==> src/rtl/shared_counter_reservation_unit_assert.svh <==
// Assertion macros shared by the counter reservation unit.
`ifndef SHARED_COUNTER_RESERVATION_UNIT_ASSERT_SVH
`define SHARED_COUNTER_RESERVATION_UNIT_ASSERT_SVH

// Same-cycle implication, sampled on clk_i and quiet during reset.
`define SCRU_ASSERT_IMPL(label, pre, post) \
  label: assert property (@(posedge clk_i) disable iff (!rst_ni) (pre) |-> (post)) \
    else $error("counter reservation check failed");

// Next-cycle implication, sampled on clk_i and quiet during reset.
`define SCRU_ASSERT_NEXT(label, pre, post) \
  label: assert property (@(posedge clk_i) disable iff (!rst_ni) (pre) |=> (post)) \
    else $error("counter reservation check failed");

`endif

==> src/rtl/scru_pkg.sv <==
// Package of types, codes and constants for the counter reservation unit.
package scru_pkg;

  // Ceiling on the number of counters that one group can hold.
  localparam int COUNTER_CEILING = 32;

  // Default geometry of the counter store.
  localparam int GROUP_COUNT_DEF      = 8;
  localparam int SLOTS_PER_GROUP_DEF  = COUNTER_CEILING;

  // Field widths of the request and result transfers.
  localparam int FUNC_W   = 1;
  localparam int GROUP_W  = 3;
  localparam int KIND_W   = 10;
  localparam int SLOT_W   = 5;
  localparam int LIMIT_W  = 6;
  localparam int STATUS_W = 3;
  localparam int USERS_W  = 8;
  localparam int HW_W     = 6;

  // Request codes.
  localparam logic [FUNC_W-1:0] FUNC_RESERVE = 1'b0;
  localparam logic [FUNC_W-1:0] FUNC_RELEASE = 1'b1;

  // Saturation value of a user count.
  localparam logic [USERS_W-1:0] USERS_MAX = 8'hFF;

  // Result status codes.
  typedef enum logic [STATUS_W-1:0] {
    ST_SHARED       = 3'd0,
    ST_NEW          = 3'd1,
    ST_NONE         = 3'd2,
    ST_FREED        = 3'd3,
    ST_STILL_USED   = 3'd4,
    ST_NOT_ASSIGNED = 3'd5
  } status_e;

  // Commands from the controller to the datapath.
  typedef struct packed {
    logic latch;
    logic read;
    logic scan;
    logic commit;
  } dp_cmd_t;

endpackage

==> src/rtl/scru_ctrl.sv <==
// Controller state machine that sequences one request through the datapath.
module scru_ctrl (
  input  logic              clk_i,
  input  logic              rst_ni,
  input  logic              in_valid_i,
  output logic              in_ready_o,
  output logic              out_valid_o,
  input  logic              out_ready_i,
  output scru_pkg::dp_cmd_t cmd_o
);

  typedef enum logic [1:0] {
    S_IDLE,
    S_READ,
    S_SCAN,
    S_COMMIT
  } state_e;

  state_e state_q, state_d;
  logic   out_valid_q, out_valid_d;
  logic   accept;
  logic   commit;

  // Commands follow the state; the commit waits for a free output register.
  assign accept = in_valid_i && (state_q == S_IDLE);
  assign commit = (state_q == S_COMMIT) && (!out_valid_q || out_ready_i);

  always_comb begin
    cmd_o.latch  = accept;
    cmd_o.read   = (state_q == S_READ);
    cmd_o.scan   = (state_q == S_SCAN);
    cmd_o.commit = commit;
  end

  // Next state and result valid.
  always_comb begin
    state_d = state_q;
    case (state_q)
      S_IDLE: begin
        if (accept) begin
          state_d = S_READ;
        end
      end
      S_READ:   state_d = S_SCAN;
      S_SCAN:   state_d = S_COMMIT;
      S_COMMIT: begin
        if (commit) begin
          state_d = S_IDLE;
        end
      end
      default:  state_d = S_IDLE;
    endcase

    if (commit) begin
      out_valid_d = 1'b1;
    end else if (out_ready_i) begin
      out_valid_d = 1'b0;
    end else begin
      out_valid_d = out_valid_q;
    end
  end

  // State and registered outputs.
  always_ff @(posedge clk_i or negedge rst_ni) begin
    if (!rst_ni) begin
      state_q     <= S_IDLE;
      out_valid_q <= 1'b0;
    end else begin
      state_q     <= state_d;
      out_valid_q <= out_valid_d;
    end
  end

  assign in_ready_o  = (state_q == S_IDLE);
  assign out_valid_o = out_valid_q;

endmodule

==> config.mk <==
export PLATFORM = sky130hd
export DESIGN_NAME = scru_ctrl
export DESIGN_NICKNAME = d
export VERILOG_FILES = /design/src/rtl/shared_counter_reservation_unit_assert.svh /design/src/rtl/scru_pkg.sv /design/src/rtl/scru_ctrl.sv
export SDC_FILE = /design/constraint.sdc
export NUM_CORES = 1
export LEC_CHECK = 0
export ABC_CLOCK_PERIOD_IN_PS = 1850
export BUFFER_PORTS_ARGS = -buffer_cell sky130_fd_sc_hd__buf_2
export CAP_MARGIN = 20
export CELL_PAD_IN_SITES_DETAIL_PLACEMENT = 0
export CELL_PAD_IN_SITES_GLOBAL_PLACEMENT = 1
export CORE_AREA = 2 2 39 41
export CTS_BUF_LIST = sky130_fd_sc_hd__clkbuf_8
export DETAILED_ROUTE_END_ITERATION = 10
export DIE_AREA = 0 0 41 43
export PLACE_DENSITY = 0.5
export SLEW_MARGIN = 0
export SYNTH_ARGS = -nofsm -noshare
export SYNTH_HDL_FRONTEND = slang
export SYNTH_SLANG_ARGS = --single-unit
==> constraint.sdc <==
create_clock -name clk_i -period 1.85 [get_ports clk_i]
set_clock_uncertainty 0.2 [all_clocks]
set_input_delay 0.2775 -clock clk_i [delete_from_list [all_inputs] [get_ports clk_i]]
set_output_delay 0.2775 -clock clk_i [all_outputs]
set_load 0.01 [all_outputs]
==> run summary, run 1 <==
outcome - complete, no violations
Final nets - 41
unrepaired setup endpoints after global routing - false
Pre-Repair DR Iteration Count - 2
EDFF count, synth - 0
DRC marker count from the first detailed-route iteration - 4
Avg Cell Area, Syn - 11.0 um^2
DRC Markers - 0
Sw Ratio - 34.4%
top post-synthesis cells by count - ha_1, dfrtp_1, inv_1
number of global-route vias before repair - 175
peak supply drop - 0.626 mV
max-cap violations - 0
Slew Limit Fails - 0
Clk pin slew, worst setup/hold paths - 0.03 ns
Max Clk Rate - 588 MHz
internal power - 392 uW
sequential fraction of design power - 22.7%
R2R cell count - 4
top_reg_cell synth - dfrtp_1
Antenna diodes - 0
die width - 41 um
grt ovf - 0
IO Pins - 10
CTS Root Cell - clkbuf_8
Synth Register Bits - 3
Clock Path Buffers - 2
htree depth - 1
Final Hold Fails - 0
clk_lat worst skew - 0.21 ns
routed wire length - 448 um
Critical Path RT - 1.37 ns
total number of vias - 171
Yosys Warn Count - 0
syn nets - 28
Hold Crit Start - out_ready_i
post-synthesis sequential area ratio - 34.1%
ys async rst share - 100%
antenna-violating nets left - 0
port buffer count - 9
most instantiated library cell after synthesis - ha_1
layout cell share with drive strength beyond 1 - 46.9%
Synth Instances - 20
Worst-Margin Slew - 0.155 ns
clock share of power - 30.7%
Synth Cell Area - 220 um^2
library cells used by synthesis - 10
combinational share of power - 46.6%
fin crit share - 91.9%
Reg2Reg Setup Slack - 0.22 ns
# clock sinks - 3
hold depth - 3
min cycle time layout - 1.70 ns
# setup viols final - 0
relative slew slack - 89.7%
Die Ht - 43 um
area leader, netlist - dfrtp_1
WL/cell - 9.33 um
largest net degree at the start of global routing - 5
worst hold margin - 0.159 ns
Core Region - 1380 um^2
startpoint types - flip-flop
HP Class - input port to flip-flop
critical path type - flip-flop to output port
critical path data arrival time - 1.22 ns
Total GRT Usage - 6.93%
cts repair resizes - 0
reg2reg end - state_q[1]$_DFFE_PN0P_
worst r2r src - state_q[0]$_DFFE_PN0P_
CP endpoint kind - output port
CTS tree - yes
top cell type's share of synthesized area - 34.1%
setup TNS - 0 ns
Pwr Density - 1840 nW/um^2
P_leak - 0.187 nW
Post-Route Utilization - 23.5%
fillcell total - 150
initial antenna violation count - 0
largest cells by area after synthesis - dfrtp_1, ha_1, buf_4
maximum fanout along the worst path - 4
row count - 14
RePlAce Congestion - 0.696
cts bufs inserted - 3
hpwl dp - 331 um
Vias/cell - 3.56
Layout area overhead - 47.7%
switching power - 205 uW
initial core utilization - 15.9%
worst hold endpoint - out_valid_o$_DFFE_PN0P_
area of the die - 1760 um^2
first-pass GRT wire length - 710 um
[worst max-delay path by stage]
stage,start,to,slack [ns],cells after the start
6_report,state_q[0]$_DFFE_PN0P_,cmd_o[3],0.15,4
5_1_grt,state_q[1]$_DFFE_PN0P_,cmd_o[3],0.1,4
4_1_cts,state_q[0]$_DFFE_PN0P_,cmd_o[3],0.14,4
3_5_place_dp,state_q[0]$_DFFE_PN0P_,state_q[1]$_DFFE_PN0P_,0.21,4
3_3_place_gp,state_q[0]$_DFFE_PN0P_,state_q[1]$_DFFE_PN0P_,0.24,4
2_1_floorplan,state_q[0]$_DFFE_PN0P_,state_q[1]$_DFFE_PN0P_,0.31,4
[sequential cells by signal, summed over array words and instances (netlist names)]
register     count
out_valid_o      1
state_q          2
[per-stage QoR]
step	worst slack, ns	instances	cell area (um^2)	power [mW]
after CTS	0.139	48	325	0.609
after floorplan	0.309	20	220	0.348
after detailed placement	0.214	43	270	0.413
final	0.149	48	325	0.597
after global routing	0.0965	48	325	0.653
after global placement	0.239	43	270	0.407
[power by group through the flow]
stage	Combinational, mW	Sequential (mW)	Clock [mW]
finish	0.278	0.136	0.183
global route	0.314	0.140	0.198
CTS	0.282	0.136	0.191
detailed placement	0.276	0.137	0
global placement	0.275	0.132	0
floorplan	0.215	0.133	0
[layout by cell type, fill, tap and decap left out]
| master | synthesis | layout |
|---|---|---|
| and2_1 | 2 | 2 |
| dfrtp_1 | 3 | 3 |
| nand2b_1 | 2 | 2 |
| a21oi_2 | 1 | 1 |
| and3b_1 | 1 | 1 |
| clkbuf_8 | 0 | 3 |
| buf_2 | 0 | 9 |
| dlygate4sd3_1 | 0 | 1 |
| o32a_2 | 1 | 1 |
| mux2_4 | 1 | 1 |
| inv_1 | 3 | 4 |
| ha_1 | 4 | 4 |
[kinds of logic (layout without fill, tap and decap cells)]
group	after synthesis	in the layout	synth area share, %
multiplexers	1	1	6.82
AND/OR/NAND/NOR	5	5	15.3
flip-flops	3	3	34.1
AO/OA/AOI/OAI	2	2	9.09
adder cells (fa/ha/maj)	4	4	22.7
buffers and inverters	5	17	11.9
[area by class of cell]
class,count,area [um^2],share of cell area (%)
well taps,16,20.0,6.15
clock buffers,3,41.3,12.7
multi-input cells,12,119,36.5
flip-flops and latches,3,75.1,23.1
repair buffers,10,55.1,16.9
inverters,3,11.3,3.46
clock inverters,1,3.75,1.15
[per-layer routing]
metal	track usage [%]	vias up	wire length [um]
met2	7.50	10	183
met5	0	-	0
met1	7.74	74	203
met4	8.00	0	0
met3	4.71	0	61
li1	-	87	-
[worst max-delay path, cell delays in order (launching register included)]
cell	delay, ns
dfrtp_1	0.40
inv_1	0.08
ha_1	0.25
and2_1	0.15
buf_2	0.13
[repair_timing]
action	CTS	global route
endpoints found under the setup margin	0	0
hold endpoints to repair	3	0
hold buffers	1	0
setup buffers	0	0
(Power assumes the default switching activity.)
==> inputs of run 2 (changes only) <==
--- a/config.mk
+++ b/config.mk
@@ -8,13 +8,11 @@
 export ABC_CLOCK_PERIOD_IN_PS = 1850
 export BUFFER_PORTS_ARGS = -buffer_cell sky130_fd_sc_hd__buf_2
 export CAP_MARGIN = 20
-export CELL_PAD_IN_SITES_DETAIL_PLACEMENT = 0
-export CELL_PAD_IN_SITES_GLOBAL_PLACEMENT = 1
 export CORE_AREA = 2 2 39 41
 export CTS_BUF_LIST = sky130_fd_sc_hd__clkbuf_8
 export DETAILED_ROUTE_END_ITERATION = 10
 export DIE_AREA = 0 0 41 43
-export PLACE_DENSITY = 0.5
+export PLACE_DENSITY = 0.42
 export SLEW_MARGIN = 0
 export SYNTH_ARGS = -nofsm -noshare
 export SYNTH_HDL_FRONTEND = slang
==> run 2 against run 1 <==
  * Count of clock-buffer cells in the layout stayed put
  * Global-route usage is 0.62 points higher
  * Combinational power hardly changed
  * Power is 0.24% higher
  * Worst hold slack worse by 0.0061 ns
  * Critical path type unchanged
  * Largest cell class unchanged
==> run summary, run 2 (same netlist as run 1, synthesis figures left out) <==
outcome - complete, no violations
switching power - 208 uW
Die Ht - 43 um
Worst-Margin Slew - 0.156 ns
maximum fanout along the worst path - 4
internal power - 391 uW
Clk pin slew, worst setup/hold paths - 0.03 ns
initial core utilization - 15.9%
Pwr Density - 1840 nW/um^2
area of the die - 1760 um^2
htree depth - 1
die width - 41 um
Max Clk Rate - 583 MHz
clock share of power - 30.6%
commonest non-fill, non-tap cell in the layout - buf_2
WL/cell - 9.60 um
total number of vias - 179
max reg flops - 2
Final Hold Fails - 0
DRC marker count from the first detailed-route iteration - 3
met3 Use GR - 9.42%
layout cell share with drive strength beyond 1 - 46.9%
min cycle time layout - 1.71 ns
Sequential cell area - 75.1 um^2
P_leak - 0.187 nW
CP endpoint kind - output port
Antenna diodes - 0
Buf/Inv on CP - 2
IO Pins - 10
design area - 325 um^2
antenna-violating nets left - 0
Sw Ratio - 34.8%
initial antenna violation count - 0
startpoint types - flip-flop
met2 usage - 8.75%
clk_lat worst skew - 0.21 ns
number of global-route vias before repair - 183
Slew Limit Fails - 0
CTS Root Cell - clkbuf_8
critical path type - flip-flop to output port
grt ovf - 0
cts bufs inserted - 3
combinational share of power - 46.5%
met1 Use GR - 8.44%
Critical Path RT - 1.37 ns
Core Region - 1380 um^2
row count - 14
most frequent cells in the layout - buf_2, inv_1, ha_1
CTS tree - yes
max-cap violations - 0
RePlAce Congestion - 0.623
Biggest register - state_q
HP Class - input port to flip-flop
Worst path slowest cell - dfrtp_1
area post-placement - 270 um^2
Crit path max-delay family - flip-flops
postcts setup bufs - 0
multi-input combinational cell area - 119 um^2
critical path data arrival time - 1.24 ns
Layout area overhead - 47.7%
CP peak stage delay - 0.40 ns
fillcell total - 150
relative slew slack - 89.6%
DRC Markers - 0
gr busiest metal - met3
port buffer count - 9
fin crit share - 92.6%
# setup viols final - 0
setup TNS - 0 ns
largest net degree at the start of global routing - 5
worst path cell trace - inv_1 > ha_1 > and2_1 > buf_2
Final nets - 41
Vias/cell - 3.73
# clock sinks - 3
Clock Path Buffers - 2
sequential fraction of design power - 22.8%
Pre-Repair DR Iteration Count - 2
unrepaired setup endpoints after global routing - false
routed wire length - 461 um
Total GRT Usage - 7.55%
peak supply drop - 0.756 mV
first-pass GRT wire length - 772 um
-- run 2: final cells by class --
class                      instances  area share (%)
sequential                         3            23.1
multi-input combinational         12            36.5
clock buffer                       3            12.7
timing repair buffer              10            16.9
clock inverter                     1            1.15
inverter                           3            3.46
tap                               16            6.15
-- run 2: final timing paths --
path                                         start                      end  slack, ns  depth (start not counted)
max in group asynchronous                   rst_ni  out_valid_o$_DFFE_PN0P_       1.15                          2
hold reg to reg            out_valid_o$_DFFE_PN0P_  out_valid_o$_DFFE_PN0P_       0.32                          2
hold / removal                         out_ready_i  out_valid_o$_DFFE_PN0P_       0.15                          3
setup reg to reg            state_q[0]$_DFFE_PN0P_   state_q[1]$_DFFE_PN0P_       0.21                          4
setup / recovery            state_q[0]$_DFFE_PN0P_                 cmd_o[3]       0.14                          4
min in group asynchronous                   rst_ni   state_q[1]$_DFFE_PN0P_       0.19                          2
-- run 2: timing repair --
action                                 4_1_cts  5_1_grt
resized for setup                            0        0
hold buffers                                 1        0
endpoints found under the hold margin        3        0
-- run 2: worst reg2reg max path, stage by stage, from the launching register on --
cell and delay [ns]:
dfrtp_1 0.41, ha_1 0.23, and3b_1 0.22, a21oi_2 0.15, mux2_4 0.31
-- run 2: metrics by stage --
stage	util, %	total power, mW	setup WS [ns]	std cells	hold slack, ns
global placement	19.5	0.399	0.258	43	-0.124
global route	23.5	0.657	0.0528	48	0.177
floorplan	-	0.348	0.309	20	-0.218
CTS	23.5	0.611	0.123	48	0.152
finish	23.5	0.599	0.136	48	0.153
detailed placement	19.5	0.420	0.210	43	-0.122
-- run 2: routing by layer --
metal  part of all wire, %  up-vias  wire [um]
li1                      -       85          -
met1                    43       81        198
met2                    41       13        187
met3                    16        0         75
met4                     0        0          0
met5                     0        -          0
-- run 2: power by group through the flow --
stage / clock network (mW) / registers (mW) / logic (mW)
finish: 0.183 / 0.137 / 0.279
global route: 0.204 / 0.142 / 0.311
CTS: 0.190 / 0.137 / 0.284
detailed placement: 0 / 0.138 / 0.281
global placement: 0 / 0.131 / 0.269
floorplan: 0 / 0.133 / 0.215
==> inputs of run 3 (changes only) <==
--- a/config.mk
+++ b/config.mk
@@ -12,7 +12,9 @@
 export CTS_BUF_LIST = sky130_fd_sc_hd__clkbuf_8
 export DETAILED_ROUTE_END_ITERATION = 10
 export DIE_AREA = 0 0 41 43
+export GPL_TIMING_DRIVEN = 0
 export PLACE_DENSITY = 0.42
+export REMOVE_ABC_BUFFERS = 1
 export SLEW_MARGIN = 0
 export SYNTH_ARGS = -nofsm -noshare
 export SYNTH_HDL_FRONTEND = slang
==> run 3 against run 2 <==
  * Non-clock buffer count did not move
  * Via count fell by 3.4%
  * Sequential share of layout area did not move
  * Final area did not move
  * Critical endpoint unchanged
  * Largest power group unchanged
==> run summary, run 3 (same netlist as run 1, synthesis figures left out) <==
fillcell total - 152
critical path data arrival time - 1.23 ns
Die Ht - 43 um
routed wire length - 455 um
unrepaired setup endpoints after global routing - false
startpoint types - flip-flop
grt ovf - 0
Slew Limit Fails - 0
DRC marker count from the first detailed-route iteration - 2
# setup viols final - 0
total number of vias - 173
RePlAce Congestion - 0.534
postcts setup bufs - 0
Final nets - 41
CTS Root Cell - clkbuf_8
commonest non-fill, non-tap cell in the layout - buf_2
reg2reg end - state_q[1]$_DFFE_PN0P_
largest net degree at the start of global routing - 5
worst hold margin - 0.147 ns
Reg2Reg Setup Slack - 0.21 ns
peak supply drop - 0.608 mV
Max Clk Rate - 587 MHz
setup TNS - 0 ns
hpwl dp - 325 um
cts bufs inserted - 3
number of global-route vias before repair - 179
Top Metal Used - met4
max reg flops - 2
maximum fanout along the worst path - 4
area of the die - 1760 um^2
Antenna diodes - 0
layout cell share with drive strength beyond 1 - 46.9%
min cycle time layout - 1.70 ns
# clock sinks - 3
most frequent cells in the layout - buf_2, inv_1, ha_1
Worst Setup SP - state_q[0]$_DFFE_PN0P_
die width - 41 um
Critical Path RT - 1.37 ns
hold depth - 3
Pwr Density - 1850 nW/um^2
initial core utilization - 15.9%
DR WL met3 - 72 um
initial antenna violation count - 0
worst r2r src - state_q[0]$_DFFE_PN0P_
design area - 325 um^2
CP endpoint kind - output port
WL/cell - 9.48 um
Post-Route M1 WL - 220 um
Biggest register - state_q
HP Class - input port to flip-flop
Total GRT Usage - 7.55%
port buffer count - 9
max-cap violations - 0
area post-placement - 270 um^2
clk_lat worst skew - 0.22 ns
first-pass GRT wire length - 752 um
Clock Path Buffers - 2
row count - 14
outcome - complete, no violations
Clk pin slew, worst setup/hold paths - 0.03 ns
Vias/cell - 3.60
antenna-violating nets left - 0
R2R cell count - 4
Post-Route Utilization - 23.5%
IO Pins - 10
relative slew slack - 89.5%
htree depth - 1
Hold Crit Start - out_ready_i
fin crit share - 92.0%
critical path type - flip-flop to output port
Worst-Margin Slew - 0.157 ns
Core Region - 1380 um^2
CTS tree - yes
DRC Markers - 0
worst hold endpoint - out_valid_o$_DFFE_PN0P_
Pre-Repair DR Iteration Count - 3
Pwr Total - 601 uW
Final Hold Fails - 0
P_leak - 0.187 nW
Layout area overhead - 47.7%
Met2 Routed Length - 147 um
[run 3: timing repair]
action,in CTS,in global routing
gates resized for setup,0,0
endpoints found under the hold margin,3,0
hold buffers,1,0
[run 3: worst max path at each step]
stage | to | slack (ns) | cells after the start
floorplan | state_q[1]$_DFFE_PN0P_ | 0.31 | 4
global placement | state_q[1]$_DFFE_PN0P_ | 0.27 | 4
detailed placement | state_q[1]$_DFFE_PN0P_ | 0.22 | 4
CTS | cmd_o[3] | 0.15 | 4
global route | cmd_o[3] | 0.08 | 4
finish | cmd_o[3] | 0.15 | 4
[run 3: area by class of cell]
class / instances / area (um^2) / share of cell area [%]
inverter: 3 / 11.3 / 3.46
timing repair buffer: 10 / 55.1 / 16.9
clock inverter: 1 / 3.75 / 1.15
multi-input combinational: 12 / 119 / 36.5
clock buffer: 3 / 41.3 / 12.7
tap: 16 / 20.0 / 6.15
sequential: 3 / 75.1 / 23.1
[run 3: where the power goes]
group / switching, mW / leakage (nW) / internal, mW / total (mW)
clock network: 0.0459 / 0.0269 / 0.141 / 0.187
registers: 0.0344 / 0.0359 / 0.102 / 0.136
logic: 0.130 / 0.124 / 0.147 / 0.277
[run 3: worst max-delay path, stage by stage, from the launching register on]
cell     delay (ns)
dfrtp_1        0.40
inv_1          0.08
ha_1           0.25
and2_1         0.15
buf_2          0.13
[run 3: per-stage QoR]
stage	worst slack [ns]	std cells
4_1_cts	0.150	48
5_1_grt	0.0803	48
2_1_floorplan	0.309	18
6_report	0.147	48
3_3_place_gp	0.266	43
3_5_place_dp	0.223	43
[run 3: metal layers]
layer,vias to the layer above,global-route usage [%]
met3,2,7.85
li1,85,-
met5,-,0
met4,0,6.00
met1,74,8.41
met2,12,7.81
